`config.mk`:
```
export PLATFORM = sky130hd
export DESIGN_NAME = lpm4n_front
export DESIGN_NICKNAME = d
export VERILOG_FILES = /design/src/hw/rtl/lpm4n_pkg.sv /design/src/hw/rtl/lpm4n_front.sv
export SDC_FILE = /design/constraint.sdc
export NUM_CORES = 1
export LEC_CHECK = 0
export ABC_CLOCK_PERIOD_IN_PS = 5700
export BUFFER_PORTS_ARGS = -buffer_cell sky130_fd_sc_hd__buf_2
export CAP_MARGIN = 10
export CORE_AREA = 4 4 114 116
export CTS_CLUSTER_DIAMETER = 150
export CTS_CLUSTER_SIZE = 25
export DETAILED_ROUTE_END_ITERATION = 10
export DIE_AREA = 0 0 118 120
export GPL_ROUTABILITY_DRIVEN = 0
export PLACE_DENSITY_LB_ADDON = 0.05
export SETUP_SLACK_MARGIN = 0.5
export SYNTH_ARGS = -nofsm -noshare
export SYNTH_HDL_FRONTEND = slang
export SYNTH_SLANG_ARGS = --single-unit
export TNS_END_PERCENT = 50
```
`constraint.sdc`:
```
create_clock -name clock -period 5.7 [get_ports clock]
set_clock_uncertainty 0.15 [all_clocks]
set_input_delay 0.285 -clock clock [delete_from_list [all_inputs] [get_ports clock]]
set_output_delay 0.285 -clock clock [all_outputs]
set_load 0.02 [all_outputs]
```
`src/hw/rtl/lpm4n_pkg.sv`:
```
// Shared constants and transaction types for the 4-neighbor local peak marker.
`default_nettype none

package lpm4n_pkg;

   // Geometry
   localparam int MAX_COLS    = 1024;
   localparam int PIXEL_WIDTH = 16;
   localparam int COL_W       = (MAX_COLS > 1) ? $clog2(MAX_COLS) : 1;
   localparam int CNT_W       = COL_W + 1;
   localparam int ADDR_W      = COL_W + 1;
   localparam int ROW_W       = 16;

   // Register file
   localparam int ROWS_CFG_W = 16;
   localparam int COLS_CFG_W = 11;
   localparam int CSR_DATA_W = 16;
   localparam int CSR_IDX_W  = 1;
   localparam int COLS_CMP_W = (COLS_CFG_W > CNT_W) ? COLS_CFG_W : CNT_W;

   localparam logic [CSR_IDX_W-1:0] CSR_FRAME_ROWS = 1'b0;
   localparam logic [CSR_IDX_W-1:0] CSR_FRAME_COLS = 1'b1;

   localparam logic [ROWS_CFG_W-1:0] ROWS_RESET = 16'd480;
   localparam logic [COLS_CFG_W-1:0] COLS_RESET = 11'd640;

   // Input actions
   localparam logic ACT_PIXEL = 1'b0;
   localparam logic ACT_DRAIN = 1'b1;

   // Queue sizes
   localparam int CMD_DEPTH = 4;
   localparam int CMD_PTR_W = 2;
   localparam int RSP_DEPTH = 4;
   localparam int RSP_PTR_W = 2;

   // Work item passed from front to back
   typedef struct packed {
      logic                          emit;
      logic                          write;
      logic                          has_up;
      logic                          has_right;
      logic                          has_down;
      logic                          last;
      logic [ROW_W-1:0]              row;
      logic [COL_W-1:0]              col;
      logic                          wr_par;
      logic [COL_W-1:0]              wr_col;
      logic signed [PIXEL_WIDTH-1:0] data;
   } cmd_type;

   // Result transaction
   typedef struct packed {
      logic             is_peak;
      logic [ROW_W-1:0] row;
      logic [COL_W-1:0] col;
      logic             last;
   } rsp_type;

endpackage

`default_nettype wire

```
`src/hw/rtl/lpm4n_front.sv`:
```
// Front end: register file, raster counters and command generation.
`default_nettype none

module lpm4n_front
   import lpm4n_pkg::*;
(
   input  wire logic                          clock,
   input  wire logic                          reset,
   input  wire logic                          req_push,
   input  wire logic                          req_action,
   input  wire logic signed [PIXEL_WIDTH-1:0] req_pixel,
   input  wire logic                          csr_write,
   input  wire logic [CSR_IDX_W-1:0]          csr_index,
   input  wire logic [CSR_DATA_W-1:0]         csr_data,
   input  wire logic                          cmd_full,
   output cmd_type                            cmd_data,
   output logic                               cmd_push
);

   logic [ROWS_CFG_W-1:0] rows_ff, rows_in;
   logic [COLS_CFG_W-1:0] cols_ff, cols_in;
   logic [ROW_W-1:0]      in_row_ff, in_row_in;
   logic [COL_W-1:0]      in_col_ff, in_col_in;
   logic [ROW_W-1:0]      out_row_ff, out_row_in;
   logic [COL_W-1:0]      out_col_ff, out_col_in;
   logic                  full_ff, full_in;

   logic [COLS_CMP_W-1:0] cols_wide;
   logic [CNT_W-1:0]      eff_cols;
   logic [ROW_W-1:0]      eff_rows;
   logic [COL_W-1:0]      ic, oc;
   logic                  ic_last, oc_last, dc_last, row_last;
   logic                  accept;

   assign accept = req_push && !cmd_full;

   // Clamp the configured geometry
   assign cols_wide = COLS_CMP_W'(cols_ff);
   always_comb begin
      if (cols_ff == '0) begin
         eff_cols = CNT_W'(1);
      end else if (cols_wide > COLS_CMP_W'(MAX_COLS)) begin
         eff_cols = CNT_W'(MAX_COLS);
      end else begin
         eff_cols = CNT_W'(cols_wide);
      end
   end
   assign eff_rows = (rows_ff == '0) ? ROW_W'(1) : ROW_W'(rows_ff);

   // Wrap column counters that passed a smaller width
   assign ic       = ({1'b0, in_col_ff} >= eff_cols) ? '0 : in_col_ff;
   assign oc       = ({1'b0, out_col_ff} >= eff_cols) ? '0 : out_col_ff;
   assign ic_last  = ({1'b0, ic} + CNT_W'(1)) >= eff_cols;
   assign oc_last  = ({1'b0, oc} + CNT_W'(1)) >= eff_cols;
   assign dc_last  = ({1'b0, out_col_ff} + CNT_W'(1)) >= eff_cols;
   assign row_last = ({1'b0, in_row_ff} + (ROW_W+1)'(1)) >= {1'b0, eff_rows};

   // Classify the transaction and advance the counters
   always_comb begin
      rows_in    = rows_ff;
      cols_in    = cols_ff;
      in_row_in  = in_row_ff;
      in_col_in  = in_col_ff;
      out_row_in = out_row_ff;
      out_col_in = out_col_ff;
      full_in    = full_ff;
      cmd_push   = 1'b0;
      cmd_data   = '0;

      if (csr_write) begin
         case (csr_index)
            CSR_FRAME_ROWS: rows_in = csr_data[ROWS_CFG_W-1:0];
            CSR_FRAME_COLS: cols_in = csr_data[COLS_CFG_W-1:0];
            default: ;
         endcase
      end

      if (accept) begin
         if (req_action == ACT_DRAIN) begin
            // Flush one flag of the last row
            if (full_ff) begin
               cmd_push           = 1'b1;
               cmd_data.emit      = 1'b1;
               cmd_data.row       = out_row_ff;
               cmd_data.col       = out_col_ff;
               cmd_data.has_up    = (out_row_ff != '0);
               cmd_data.has_right = !dc_last;
               cmd_data.last      = dc_last;
               if (dc_last) begin
                  in_row_in  = '0;
                  in_col_in  = '0;
                  out_row_in = '0;
                  out_col_in = '0;
                  full_in    = 1'b0;
               end else begin
                  out_col_in = out_col_ff + COL_W'(1);
               end
            end
         end else if (!full_ff) begin
            // Store the pixel, flag the one above it
            cmd_push        = 1'b1;
            cmd_data.write  = 1'b1;
            cmd_data.wr_par = in_row_ff[0];
            cmd_data.wr_col = ic;
            cmd_data.data   = req_pixel;
            if (in_row_ff != '0) begin
               cmd_data.emit      = 1'b1;
               cmd_data.row       = out_row_ff;
               cmd_data.col       = oc;
               cmd_data.has_up    = (out_row_ff != '0);
               cmd_data.has_right = !oc_last;
               cmd_data.has_down  = 1'b1;
               if (oc_last) begin
                  out_col_in = '0;
                  out_row_in = out_row_ff + ROW_W'(1);
               end else begin
                  out_col_in = oc + COL_W'(1);
               end
            end
            if (ic_last) begin
               in_col_in = '0;
               if (row_last) begin
                  full_in = 1'b1;
               end else begin
                  in_row_in = in_row_ff + ROW_W'(1);
               end
            end else begin
               in_col_in = ic + COL_W'(1);
            end
         end
      end
   end

   // Hold registers and counters
   always_ff @(posedge clock) begin
      if (reset) begin
         rows_ff    <= ROWS_RESET;
         cols_ff    <= COLS_RESET;
         in_row_ff  <= '0;
         in_col_ff  <= '0;
         out_row_ff <= '0;
         out_col_ff <= '0;
         full_ff    <= 1'b0;
      end else begin
         rows_ff    <= rows_in;
         cols_ff    <= cols_in;
         in_row_ff  <= in_row_in;
         in_col_ff  <= in_col_in;
         out_row_ff <= out_row_in;
         out_col_ff <= out_col_in;
         full_ff    <= full_in;
      end
   end

endmodule

`default_nettype wire

```
==> run metrics <==
outcome completed; Starting Density 52.5%; syn avg cell area 7.62 um2; Die H 120 um; ANT cells 0; Netlist cell types 57; vias in the first global route 6043; Syn Inst Count 820; post-route clock period utilization 91.7%; VDD IR-drop max 0.173 mV; Arrival @ worst endpoint 5.35 ns; kind of critical path flip-flop to flip-flop; Worst setup EP type flip-flop; # H-tree levels 3; Worst-Margin Slew 0.922 ns; Max-slew headroom 38.5%; aggregate global-route resource usage 24.5%; clk slew on worst S/H paths 0.07 ns; Logic pwr share 15.0%; unrepaired setup endpoints after global routing true; Clk pwr share 43.1%; GRT Residual Overflow 0; share of cells above drive strength 1 20.7%; Sw Share 27.5%; clock sink count 80; sequential power share 41.9%; P_leak 3.37 nW; 1st-iter DRT viols 398; final WL 18.0 mm; Rows 40; switching power 0.384 mW; fraction of registers with async set or reset after synthesis 0%; Final Power 1.40 mW; io pins 99; Seq/Total Area, Yosys 25.6%; Yosys reg bits 80; CP max FO 5; Routed Antenna Nets 0; number of fill cells 1059; initial antenna violation count 0; worst reg2reg path startpoint cols_ff[7]; largest area contributor in the netlist dfxtp_1; Final Hold Fails 0; total iterations of the first detailed-routing run 7; die area 14200 um2; final setup fails 0; Critical Path Start Type flip-flop; Hold WC Path Type primary input to flip-flop; Final nets 1044; fmax 0.191 GHz; first-pass GRT wire length 28.9 mm; synthesized area 6250 um2; Synth Flop Type dfxtp_1; DR vias/cell 5.86; chip width 118 um; via count 6321; count of input and output buffers 98; Mapped Nets 938; area of the core 11900 um2; hold_sp csr_data[6]; Routed WL per cell 16.7 um; warnings from Yosys 0; CTS tree done; insertion delay to the later sink of the worst-skew pair 0.34 ns; Synth area leaders dfxtp_1 (26%), ha_1 (16%), nand2_1 (5.9%); CP Launch Point cols_ff[7]; TNS Setup 0 ns; clk root buf clkbuf_16; Worst EP required 5.83 ns; DRC Markers 0; fin crit period 5.22 ns; CTS Buf Count 9; EDFF count, synth 0; HPWL after detailed placement 13.5 mm; largest net degree at the start of global routing 66; PD cells 185 nW/um2; CTS max path bufs 2; Internal 1.01 mW; Area growth syn-to-layout 21.0%; Slew Limit Fails 0; top-area cell type share of the netlist area 25.6%; max cap viols 0
## layer usage
metal,GRT usage (%),share of wire [%],up-vias
met2,43.8,50,208
met3,4.01,4.6,35
li1,-,-,3134
met1,30.4,43,2944
met5,0,0,-
met4,7.11,1.7,0
## per-stage QoR
stage | cells | util [%] | hold slack [ns] | setup slack, ns | instance area, um2
3_5_place_dp | 1048 | 58.5 | 0.315 | 0.329 | 6970
5_1_grt | 1078 | 63.5 | 0.0130 | 0.216 | 7560
6_report | 1078 | 63.5 | 0.0250 | 0.475 | 7560
2_1_floorplan | 820 | - | 0.253 | 0.473 | 6320
4_1_cts | 1068 | 61.6 | 0.0127 | 0.471 | 7330
3_3_place_gp | 1048 | 58.5 | 0.309 | 0.445 | 6970
## cell usage in the layout (no fill, tap or decap), types with 17 or more instances in the layout
cell     instances
xnor2_1         21
nand3_1         31
ha_1            76
buf_4           31
nor2_1          61
a21oi_1         64
buf_2           97
nor3_1          17
and2_1          55
nand2_1         99
inv_1           31
o21ai_0         35
dfxtp_1         77
## registers in the layout, indices dropped and copies added, names as in the netlist
| name | count |
|---|---|
| in_col_ff | 10 |
| in_row_ff | 16 |
| full_ff | 1 |
| out_col_ff | 10 |
| cols_ff | 11 |
| rows_ff | 16 |
| out_row_ff | 16 |
## cells in the mapped netlist, types with 16 or more instances
cell / number
nand2_1: 99
ha_1: 79
nor3_1: 19
dfxtp_1: 80
clkbuf_1: 26
a21oi_1: 69
xnor2_1: 21
xor2_1: 16
nor2_1: 63
nand4_1: 16
and2_1: 55
inv_1: 31
nor2b_1: 17
o21ai_0: 37
nand3_1: 32
## repair_timing
item,CTS,global route
cloned,0,1
endpoints found under the hold margin,0,0
buffers inserted,4,9
hold buffers,0,0
pin swaps,2,31
gates resized for setup,6,35
endpoints found under the setup margin,19,32
## kinds of logic after synthesis
kind of cell             count (synthesis)  share of synthesized area (%)
AO/OA/AOI/OAI                          179                           17.8
AND/OR/NAND/NOR                        375                           31.0
buffers and inverters                   70                           4.56
adder cells (fa/ha/maj)                 79                           15.8
XOR/XNOR                                37                           5.18
flip-flops                              80                           25.6
## path summary, 6_finish.rpt
path                                endpoint  slack, ns  depth (start not counted)
worst min-delay path              rows_ff[6]       0.03                          2
worst max-delay path            in_row_ff[7]       0.48                         23
worst min register to register    rows_ff[0]       0.32                          2
worst max register to register  in_row_ff[7]       0.48                         23
## worst max-delay path, stage by stage, from the launching register on
cell,delay [ns]
dfxtp_4,0.36
nor4_4,0.28
a31oi_1,0.13
nor2_2,0.12
ha_1,0.24
nand2b_4,0.15
a2111oi_4,0.28
o311a_1,0.21
a211oi_2,0.06
nor2_2,0.18
ha_4,0.16
and3_4,0.20
and3_4,0.23
nand3_4,0.09
xor2_1,0.16
nor2_1,0.06
ha_1,0.30
o21a_1,0.12
o21a_1,0.10
o21ai_1,0.07
o21a_2,0.23
or4b_4,0.60
or4b_4,0.54
a21oi_2,0.14
## final cells by class
class | instances | area [um2] | area share (%)
clock buffer | 11 | 243 | 3.21
clock inverter | 5 | 63.8 | 0.844
inverter | 34 | 130 | 1.72
multi-input combinational | 671 | 4590 | 60.7
sequential | 80 | 1610 | 21.3
tap | 147 | 184 | 2.43
timing repair buffer | 130 | 741 | 9.79
## power groups by stage
stage / combinational (mW) / sequential [mW] / clock (mW)
final: 0.210 / 0.584 / 0.602
after global routing: 0.231 / 0.586 / 0.637
after detailed placement: 0.188 / 0.596 / 0
after CTS: 0.191 / 0.583 / 0.614
after global placement: 0.182 / 0.595 / 0
after floorplan: 0.128 / 0.591 / 0
Power figures use the tool's default switching activity.
