$ cat config.mk
export PLATFORM = sky130hd
export DESIGN_NAME = lpm4n_cmd_queue
export DESIGN_NICKNAME = d
export VERILOG_FILES = /design/src/hw/rtl/lpm4n_pkg.sv /design/src/hw/rtl/lpm4n_cmd_queue.sv
export SDC_FILE = /design/constraint.sdc
export NUM_CORES = 1
export LEC_CHECK = 0
export BUFFER_PORTS_ARGS = -buffer_cell sky130_fd_sc_hd__buf_2
export CAP_MARGIN = 20
export CORE_AREA = 2 2 164 166
export DETAILED_ROUTE_END_ITERATION = 10
export DIE_AREA = 0 0 166 168
export PLACE_DENSITY = 0.57
export SLEW_MARGIN = 10
export SYNTH_ARGS = -nofsm -noshare
export SYNTH_HDL_FRONTEND = slang
export SYNTH_SLANG_ARGS = --single-unit
$ cat constraint.sdc
create_clock -name clock -period 2.9 [get_ports clock]
set_input_delay 0.29 -clock clock [delete_from_list [all_inputs] [get_ports clock]]
set_output_delay 0.29 -clock clock [all_outputs]
set_load 0.02 [all_outputs]
$ cat src/hw/rtl/lpm4n_pkg.sv
// Shared constants and transaction types for the 4-neighbor local peak marker.
`default_nettype none

package lpm4n_pkg;

   // Geometry
   localparam int MAX_COLS    = 1024;
   localparam int PIXEL_WIDTH = 16;
   localparam int COL_W       = (MAX_COLS > 1) ? $clog2(MAX_COLS) : 1;
   localparam int CNT_W       = COL_W + 1;
   localparam int ADDR_W      = COL_W + 1;
   localparam int ROW_W       = 16;

   // Register file
   localparam int ROWS_CFG_W = 16;
   localparam int COLS_CFG_W = 11;
   localparam int CSR_DATA_W = 16;
   localparam int CSR_IDX_W  = 1;
   localparam int COLS_CMP_W = (COLS_CFG_W > CNT_W) ? COLS_CFG_W : CNT_W;

   localparam logic [CSR_IDX_W-1:0] CSR_FRAME_ROWS = 1'b0;
   localparam logic [CSR_IDX_W-1:0] CSR_FRAME_COLS = 1'b1;

   localparam logic [ROWS_CFG_W-1:0] ROWS_RESET = 16'd480;
   localparam logic [COLS_CFG_W-1:0] COLS_RESET = 11'd640;

   // Input actions
   localparam logic ACT_PIXEL = 1'b0;
   localparam logic ACT_DRAIN = 1'b1;

   // Queue sizes
   localparam int CMD_DEPTH = 4;
   localparam int CMD_PTR_W = 2;
   localparam int RSP_DEPTH = 4;
   localparam int RSP_PTR_W = 2;

   // Work item passed from front to back
   typedef struct packed {
      logic                          emit;
      logic                          write;
      logic                          has_up;
      logic                          has_right;
      logic                          has_down;
      logic                          last;
      logic [ROW_W-1:0]              row;
      logic [COL_W-1:0]              col;
      logic                          wr_par;
      logic [COL_W-1:0]              wr_col;
      logic signed [PIXEL_WIDTH-1:0] data;
   } cmd_type;

   // Result transaction
   typedef struct packed {
      logic             is_peak;
      logic [ROW_W-1:0] row;
      logic [COL_W-1:0] col;
      logic             last;
   } rsp_type;

endpackage

`default_nettype wire

$ cat src/hw/rtl/lpm4n_cmd_queue.sv
// Short command queue between the front end and the back end.
`default_nettype none

module lpm4n_cmd_queue
   import lpm4n_pkg::*;
(
   input  wire logic    clock,
   input  wire logic    reset,
   input  wire logic    push,
   input  cmd_type      push_data,
   output logic         full,
   input  wire logic    pop,
   output cmd_type      pop_data,
   output logic         empty
);

   cmd_type                entries_ff [CMD_DEPTH];
   logic [CMD_PTR_W-1:0]   wr_ptr_ff, wr_ptr_in;
   logic [CMD_PTR_W-1:0]   rd_ptr_ff, rd_ptr_in;
   logic [CMD_PTR_W:0]     count_ff, count_in;
   logic                   do_push, do_pop;

   assign full     = (count_ff == (CMD_PTR_W+1)'(CMD_DEPTH));
   assign empty    = (count_ff == '0);
   assign do_push  = push && !full;
   assign do_pop   = pop && !empty;
   assign pop_data = entries_ff[rd_ptr_ff];

   // Advance pointers and occupancy
   always_comb begin
      wr_ptr_in = do_push ? wr_ptr_ff + CMD_PTR_W'(1) : wr_ptr_ff;
      rd_ptr_in = do_pop ? rd_ptr_ff + CMD_PTR_W'(1) : rd_ptr_ff;
      count_in  = count_ff;
      if (do_push && !do_pop) begin
         count_in = count_ff + (CMD_PTR_W+1)'(1);
      end else if (do_pop && !do_push) begin
         count_in = count_ff - (CMD_PTR_W+1)'(1);
      end
   end

   always_ff @(posedge clock) begin
      if (reset) begin
         wr_ptr_ff <= '0;
         rd_ptr_ff <= '0;
         count_ff  <= '0;
      end else begin
         wr_ptr_ff <= wr_ptr_in;
         rd_ptr_ff <= rd_ptr_in;
         count_ff  <= count_in;
      end
   end

   // Store entries
   always_ff @(posedge clock) begin
      if (do_push) begin
         entries_ff[wr_ptr_ff] <= push_data;
      end
   end

endmodule

`default_nettype wire

==> results of run 1 <==
==> kinds of logic after synthesis <==
logic type	synth area share (%)
AOI/OAI and AO/OA	0.404
xor gates and xnor gates	0.390
adders and majority gates	0.919
buffers and inverters	1.45
DFF	80.9
muxes	15.0
and+or+nand+nor	0.947
==> sequential cells by signal (all words and copies together), names as in the netlist, named ones only <==
name and count:
count_ff 3, entries_ff 236, rd_ptr_ff 2, wr_ptr_ff 2
==> worst max-delay path, stage by stage (launching register included) <==
cell,delay (ns)
dfxtp_4,0.66
buf_4,0.37
mux4_2,0.55
buf_2,0.18
==> final cells by class <==
| class | instances | area share [%] |
|---|---|---|
| clock buffer | 45 | 6.91 |
| tap | 341 | 3.71 |
| inverter | 4 | 0.131 |
| clock inverter | 3 | 0.163 |
| timing repair buffer | 193 | 11.9 |
| multi-input combinational | 93 | 13.9 |
| sequential | 245 | 63.3 |
==> worst max path at each step <==
stage,depth (start not counted),slack [ns],start,to
floorplan,3,0.17,count_ff[0]$_SDFFE_PP0P_,entries_ff[2][0]$_DFFE_PP_
global placement,8,0.71,count_ff[0]$_SDFFE_PP0P_,count_ff[2]$_SDFFE_PP0P_
detailed placement,8,0.61,count_ff[0]$_SDFFE_PP0P_,count_ff[2]$_SDFFE_PP0P_
CTS,3,0.21,register,pop_data[18]
global route,3,0.13,register,pop_data[18]
finish,3,0.34,register,pop_data[19]
==> Yosys cell counts (3+ instances only) <==
cell type | n | area share (%)
and2_1 | 4 | 0.28
ha_1 | 5 | 0.70
buf_4 | 4 | 0.33
dfxtp_1 | 9 | 2.0
nor2_1 | 6 | 0.25
edfxtp_1 | 236 | 79
inv_1 | 4 | 0.17
clkbuf_1 | 5 | 0.21
buf_2 | 3 | 0.17
mux4_2 | 59 | 15
xor2_1 | 4 | 0.39
==> report_power, final <==
part / internal [mW] / switching (mW)
Sequential: 4.26 / 0.209
Clock: 1.85 / 1.25
Combinational: 1.10 / 1.31
==> through the flow <==
step,utilization [%],hold slack [ns]
2_1_floorplan,-,0.389
6_report,43.6,0.0508
5_1_grt,43.6,0.0420
3_3_place_gp,38.3,0.499
3_5_place_dp,38.3,0.508
4_1_cts,43.6,0.0250
==> per-layer routing <==
layer  up-vias  share of wire, %
met1      2213                42
met5         -                 0
met3        30               5.9
li1       1933                 -
met2       108                50
met4         0               2.0
==> what timing repair did <==
| item | CTS | global route |
|---|---|---|
| hold buffers | 59 | 0 |
| hold endpoints to repair | 235 | 0 |
| setup buffers | 0 | 0 |
==> run metrics, run 1 <==
CTS Root Cell=clkbuf_16; initial antenna violation count=0; Reg2Reg Depth=8; Post-Syn Area per Cell=around 25 um2; Filler Cell Count=between 2,000 and 2,500; clock tree buffer depth=3; grt met2 use=roughly a fifth; drt pass-1 iters=4; largest net degree at the start of global routing=40; register area=around 7300 um2; post-route clock skew=0.00931 ns; CTS H-tree lvls=1; Setup TNS=0 ns; EDFF count, synth=roughly 240; Reg2Reg Setup Slack=0.60 ns; share of the yosys chip area belonging to registers=80.9%; Async S/R FF share, synth=0%; Worst setup EP type=output port; die area=around 28,000 um2; met3 GRT Util=under 10%; antenna cell count=0; DP HPWL=10,500 um; Power Density=about 870 nW/um2; count of final setup violators=0; Setup CP Type=register to output port; Leak=between 3 and 4 nW; drt drc=0; Worst VDD drop=roughly 0.39 mV; first-pass GRT wire length=roughly 27,000 um; unrepaired setup endpoints after global routing=false; critical path startpoint category=register; CTS tree=done; RD Place Congestion=0.656; # port buffers=between 100 and 150; Yosys cell types=23; worst slew margin relative to its limit=roughly two thirds; minimum clock period=between 2 and 3 ns; Area Growth Syn to Fin=27.9%; layout cells sized above 1=40.0%; num ports=124; area of the multi-input gates=1600 um2; vias per cell=roughly 4.6; Hold Path Origin=reset; Wirelength per Cell=roughly 19 um; final worst slack=approximately 0.34 ns; 1st-iter DRT viols=around 300; Die H=168 um; Syn Nets=about 430; Hold Path Sink=wr_ptr_ff[0]$_SDFFE_PP0P_; post-cts sizing count=0; max-slew violations=0; Seq cells post-synth=~250; Worst Path Required=roughly 2.6 ns; Routed Wire Length=17,200 um; Critical R2R Launch=count_ff[0]$_SDFFE_PP0P_; most frequent cells in the layout=236 x edfxtp_1, 123 x buf_2, 59 x mux4_2, 59 x dlygate4sd3_1, 28 x clkbuf_16; CP arrival=2.27 ns; worst min path class=primary input to register; Tcrit/Tclk final=88.4%; Die X=between 150 and 200 um; worst flop-to-flop path endpoint=count_ff[2]$_SDFFE_PP0P_; row cnt=60; Least-Margin Pin Slew=approximately 0.49 ns; total power=about 10 mW; Fin. Hold Viols=0; Placed Cells=between 800 and 900; number of CTS-inserted buffers=26; final cell count without fillers=around 920; busiest grt layer=met2; via count=around 4,300; Peak Freq=a little under 400 MHz; max_cap viols=0; remaining global-route overflow=0; post-place setup slack=0.614 ns; outcome=completed; Post-Synthesis Cells=357; placed inst area=between 10,000 and 15,000 um2; post-route ant nets=0; hold path depth=2; All-Layer GR Usage=between 10 and 15%; CP Max Fanout=22; vias in the first global route=between 4,000 and 5,000; clock sink count=about 250; Clk Latency, worst-skew pair=0.51 ns; Final #Nets=632; most common cell after layout, fill and taps aside=edfxtp_1; initial core utilization=34.1%; GRT met1 Usage=between 10% and 20%; most used flip-flop cell after synthesis=edfxtp_1; Reg clk slew, reported paths=about 0.06 ns; core footprint=approximately 26,000 um2; Ys Warns=0; Post-Syn Area=about 9000 um2; post-layout instance area=11,500 um2
No activity file was read; power rests on OpenSTA's default activity.
==> run 2: changes to the inputs <==
--- a/config.mk
+++ b/config.mk
@@ -6,8 +6,9 @@
 export NUM_CORES = 1
 export LEC_CHECK = 0
 export BUFFER_PORTS_ARGS = -buffer_cell sky130_fd_sc_hd__buf_2
-export CAP_MARGIN = 20
+export CAP_MARGIN = 25
 export CORE_AREA = 2 2 164 166
+export CTS_BUF_LIST = sky130_fd_sc_hd__clkbuf_8 sky130_fd_sc_hd__clkbuf_16
 export DETAILED_ROUTE_END_ITERATION = 10
 export DIE_AREA = 0 0 166 168
 export PLACE_DENSITY = 0.57
==> run 2 against run 1 <==
Effect of this change:
- sequential power is essentially flat
- power shrank 0.43%
- clock-buffer cell count shrank 14
- first-iteration DRC count grew 1.0%
- largest cell class unchanged
- critical path depth is the same
- via count shrank 0.14%
- highest routed layer unchanged
- hold slack is essentially flat
==> run metrics, run 2 (synthesis gave the netlist of run 1 again) <==
outcome=completed (unchanged); Clk Latency, worst-skew pair=0.52 ns (was 0.51 ns); clock power share=30.8% (was 31.1%); initial core utilization=34.1% (unchanged); Pint=7.16 mW (was 7.21 mW); drt drc=0 (unchanged); Routed Wire Length=17,100 um (was 17,200 um); Least-Margin Pin Slew=0.487 ns (was 0.488 ns); RD Place Congestion=0.656 (unchanged); Peak Freq=390 MHz (about the same); Tcrit/Tclk final=88.5% (was 88.4%); unrepaired setup endpoints after global routing=false (unchanged); Die X=166 um (unchanged); vias in the first global route=4,723 (was 4,716); final cell count without fillers=924 (unchanged); num ports=124 (unchanged); Worst setup EP type=output port (unchanged); worst min path class=primary input to register (unchanged); Most flops, register=entries_ff (unchanged); post-cts sizing count=0 (unchanged); register area=7270 um2 (unchanged); minimum clock period=2.57 ns (was 2.56 ns); core footprint=26,400 um2 (unchanged); Wirelength per Cell=18.5 um (was 18.6 um); antenna cell count=0 (unchanged); Power Density=864 nW/um2 (was 868 nW/um2); post-layout instance area=11,500 um2 (unchanged); Placed Cells=817 (unchanged); Setup CP Type=register to output port (unchanged); area of the multi-input gates=1600 um2 (unchanged); CTS H-tree lvls=1 (unchanged); remaining global-route overflow=0 (unchanged); total power=9.93 mW (was 9.97 mW); clock tree buffer depth=3 (unchanged); initial antenna violation count=0 (unchanged); max reg flops=236 (unchanged); sw frac=27.9% (was 27.7%); All-Layer GR Usage=12.3% (unchanged); Area Growth Syn to Fin=27.9% (unchanged); Fin. Hold Viols=0 (unchanged); final worst slack=0.334 ns (was 0.336 ns); most frequent cells in the layout=236 x edfxtp_1, 123 x buf_2, 59 x mux4_2, 59 x dlygate4sd3_1, 28 x clkbuf_16 (unchanged); largest net degree at the start of global routing=40 (unchanged); Setup TNS=0 ns (unchanged); max-slew violations=0 (unchanged); worst slew margin relative to its limit=67.5% (about the same); Worst Path Required=2.61 ns (about the same); Final #Nets=632 (unchanged); drt pass-1 iters=4 (unchanged); die area=27,900 um2 (unchanged); DP HPWL=10,500 um (unchanged); vias per cell=4.63 (was 4.64); clock sink count=245 (unchanged); critical path startpoint category=register (unchanged); most common cell after layout, fill and taps aside=edfxtp_1 (unchanged); Filler Cell Count=2,295 (unchanged); count of final setup violators=0 (unchanged); CTS tree=done (unchanged); post-place setup slack=0.614 ns (unchanged); combinational power share=24.2% (was 24.1%); share of power burned in registers=45.0% (was 44.8%); post-route clock skew=0.00933 ns (was 0.00931 ns); Die H=168 um (unchanged); post-route ant nets=0 (unchanged); first-pass GRT wire length=26,900 um (unchanged); CP arrival=2.28 ns (was 2.27 ns); Reg2Reg Setup Slack=0.60 ns (about the same); number of CTS-inserted buffers=26 (unchanged); placed inst area=10,100 um2 (unchanged); row cnt=60 (unchanged); Hold Slack=0.0505 ns (was 0.0508 ns); Psw=2.77 mW (about the same); Worst VDD drop=0.393 mV (was 0.388 mV); CP Max Fanout=22 (unchanged); Finished Core Util=43.6% (unchanged); 1st-iter DRT viols=296 (was 293); layout cells sized above 1=40.0% (unchanged); # port buffers=123 (unchanged); Leak=3.95 nW (was 3.89 nW); max_cap viols=0 (unchanged); CTS Root Cell=clkbuf_16 (unchanged); via count=4,278 (was 4,284); Reg clk slew, reported paths=0.06 ns (about the same); Top Registers=entries_ff x236, count_ff x3 (unchanged)
## run 2: changes by cell type in the layout (fill, tap and decap cells not counted)
cell	previous run	this run
clkbuf_1	14	0
inv_1	4	18
## run 2: final timing paths
kind                                                 from                        end  cells past startpoint
worst max-delay path                             register               pop_data[19]                      3
worst min-delay path                                reset  wr_ptr_ff[0]$_SDFFE_PP0P_                      2
worst max register to register   count_ff[0]$_SDFFE_PP0P_   count_ff[2]$_SDFFE_PP0P_                      8
worst min register to register  rd_ptr_ff[1]$_SDFFE_PP0P_  rd_ptr_ff[1]$_SDFFE_PP0P_                      2
## run 2: repair_timing
action,CTS,global route
setup endpoints to repair,0,0
hold buffers,59,0
buffers inserted,0,0
endpoints found under the hold margin,235,0
## run 2: final cells by class
type                    instances  share of cell area [%]
clock buffers                  31                    6.46
flip-flops and latches        245                    63.3
inverters                       4                   0.131
multi-input cells              93                    13.9
clock inverters                17                   0.621
well taps                     341                    3.71
repair buffers                193                    11.9
## run 2: worst max-delay path, cell delays in order, from the launching register on
cell and delay, ns:
dfxtp_4 0.66, buf_4 0.37, mux4_2 0.55, buf_2 0.18
## run 2: power groups by stage
stage	clock (mW)	sequential, mW	combinational, mW
floorplan	0	4.41	1.78
global placement	0	4.53	2.37
detailed placement	0	4.56	2.40
CTS	3.16	4.49	2.47
global route	3.29	4.52	2.58
finish	3.06	4.47	2.41
## run 2: routing by layer
layer  vias to the layer above  routed length (um)  global-route usage, %
met3                        30                1000                   3.06
met1                      2203                7180                   15.6
met4                         0                 334                   3.36
met5                         -                   0                      0
met2                       112                8620                   21.3
li1                       1933                   -                      -
==> run 3: changes to the inputs <==
==> constraint.sdc (replaced) <==
create_clock -name clock -period 2.9 [get_ports clock]
set_input_delay 0.29 -clock clock [delete_from_list [all_inputs] [get_ports clock]]
set_output_delay 0.29 -clock clock [all_outputs]
set_load 0.01 [all_outputs]
==> run 3 against run 2 <==
Effect of this change:
- non-clock buffer count shrank 2
- register-to-register slack lost 0.07 ns
- sequential power is essentially flat
- clock-buffer cell count is the same
- clock power grew 11%
- critical path depth is the same
- clock skew is essentially flat
- cell count shrank 0.11%
- design area grew 0.57%
- utilization grew 0.25 points
- power is essentially flat
- critical endpoint is now pop_data[17]
- highest routed layer unchanged
==> run metrics, run 3 (synthesis gave the netlist of run 1 again) <==
Top Registers=entries_ff x236, count_ff x3 (unchanged); postcts setup bufs=0 (unchanged); post-route clock skew=0.00964 ns (was 0.00933 ns); Pint=7.47 mW (was 7.16 mW); remaining global-route overflow=0 (unchanged); vias per cell=4.66 (was 4.63); area of the multi-input gates=1600 um2 (unchanged); post-layout instance area=11,600 um2 (was 11,500 um2); slowest stage cell, crit path=dfxtp_4 (unchanged); Setup CP Type=register to output port (unchanged); Die X=166 um (unchanged); Reg clk slew, reported paths=0.06 ns (about the same); Wirelength per Cell=18.2 um (was 18.5 um); Routed Wire Length=16,800 um (was 17,100 um); share of power burned in registers=44.9% (was 45.0%); CP arrival=2.19 ns (was 2.28 ns); Tcrit/Tclk final=85.5% (was 88.5%); CP max stage delay=0.59 ns (was 0.66 ns); sw frac=24.8% (was 27.9%); Psw=2.47 mW (was 2.77 mW); CTS H-tree lvls=1 (unchanged); # port buffers=123 (unchanged); Clk Latency, worst-skew pair=0.51 ns (was 0.52 ns); Final #Nets=630 (was 632); most common cell after layout, fill and taps aside=edfxtp_1 (unchanged); critical path startpoint category=register (unchanged); vias in the first global route=4,659 (was 4,723); drt pass-1 iters=4 (unchanged); DP HPWL=9560 um (was 10,500 um); clock power share=34.1% (was 30.8%); max reg flops=236 (unchanged); register area=7270 um2 (unchanged); minimum clock period=2.48 ns (was 2.57 ns); Die H=168 um (unchanged); RD Place Congestion=0.694 (was 0.656); worst slew margin relative to its limit=59.2% (was 67.5%); 1st-iter DRT viols=286 (was 296); drt drc=0 (unchanged); CTS tree=done (unchanged); combinational power share=21.0% (was 24.2%); final worst slack=0.421 ns (was 0.334 ns); row cnt=60 (unchanged); post-route ant nets=0 (unchanged); Worst setup EP type=output port (unchanged); most frequent cells in the layout=236 x edfxtp_1, 123 x buf_2, 59 x mux4_2, 59 x dlygate4sd3_1, 27 x clkbuf_16 (was 236 x edfxtp_1, 123 x buf_2, 59 x mux4_2, 59 x dlygate4sd3_1, 28 x clkbuf_16); Finished Core Util=43.9% (was 43.6%); Setup TNS=0 ns (unchanged); Leak=3.96 nW (was 3.95 nW); core footprint=26,400 um2 (unchanged); Least-Margin Pin Slew=0.612 ns (was 0.487 ns); CP Max Fanout=32 (was 22); post-place setup slack=0.577 ns (was 0.614 ns); clock tree buffer depth=3 (unchanged); Power Density=860 nW/um2 (was 864 nW/um2); max_cap viols=0 (unchanged); count of final setup violators=0 (unchanged); first-pass GRT wire length=26,400 um (was 26,900 um); via count=4,304 (was 4,278); CTS Root Cell=clkbuf_16 (unchanged); outcome=completed (unchanged); worst min path class=primary input to register (unchanged); initial antenna violation count=1 (was 0); All-Layer GR Usage=12.1% (was 12.3%); Filler Cell Count=2,277 (was 2,295); largest net degree at the start of global routing=60 (was 40); Peak Freq=403 MHz (was 390 MHz); layout cells sized above 1=40.4% (was 40.0%); Worst VDD drop=0.416 mV (was 0.393 mV); unrepaired setup endpoints after global routing=false (unchanged); clock sink count=245 (unchanged); Fin. Hold Viols=0 (unchanged); number of CTS-inserted buffers=26 (unchanged); num ports=124 (unchanged); Worst Path Required=2.61 ns (about the same); placed inst area=10,100 um2 (about the same); crit-path cells=buf_12 > mux4_2 > buf_2 (was buf_4 > mux4_2 > buf_2); die area=27,900 um2 (unchanged); initial core utilization=34.1% (unchanged); Most flops, register=entries_ff (unchanged); max-slew violations=0 (unchanged); Area Growth Syn to Fin=28.6% (was 27.9%)
-- run 3: worst paths after layout --
kind                               end  cells after the start                 startpoint  slack (ns)
max                       pop_data[17]                      3                   register        0.42
min          wr_ptr_ff[0]$_SDFFE_PP0P_                      2                      reset        0.04
max reg2reg   count_ff[2]$_SDFFE_PP0P_                      8   count_ff[0]$_SDFFE_PP0P_        0.53
min reg2reg  rd_ptr_ff[1]$_SDFFE_PP0P_                      2  rd_ptr_ff[1]$_SDFFE_PP0P_        0.53
-- run 3: layer usage --
layer,track usage (%),vias to the layer above,part of all wire (%)
met5,0,-,0
met4,2.72,0,0.91
met3,3.50,15,6.3
met2,20.5,114,50
met1,15.7,2255,43
li1,-,1920,-
-- run 3: area by class of cell --
class / instances / area share (%)
Timing Repair Buffer: 191 / 11.6
Antenna cell: 1 / 0.0217
Clock inverter: 17 / 1.49
Clock buffer: 31 / 6.32
Sequential cell: 245 / 62.9
Multi-Input combinational cell: 93 / 13.8
Tap cell: 341 / 3.69
Inverter: 4 / 0.130
-- run 3: through the flow --
stage	cells	power, mW	hold slack, ns
floorplan	357	5.87	0.389
global placement	815	6.58	0.498
detailed placement	815	6.63	0.507
CTS	922	10.1	0.00436
global route	923	10.4	0.0306
finish	923	9.93	0.0433
-- run 3: critical path: cells and delay by family (launching register included) --
kind / cells / cell delay [ns]
flip-flops: 1 / 0.59
buffers and inverters: 2 / 0.49
multiplexers: 1 / 0.57
-- run 3: what timing repair did --
item	in CTS	in global routing
gates resized for setup	0	0
hold endpoints to repair	236	0
hold buffers	59	0
-- run 3: power by group through the flow --
stage | clock network, mW | logic (mW) | registers (mW)
after floorplan | 0 | 1.46 | 4.41
after global placement | 0 | 2.06 | 4.52
after detailed placement | 0 | 2.08 | 4.55
after CTS | 3.51 | 2.15 | 4.48
after global routing | 3.63 | 2.26 | 4.51
final | 3.39 | 2.09 | 4.46
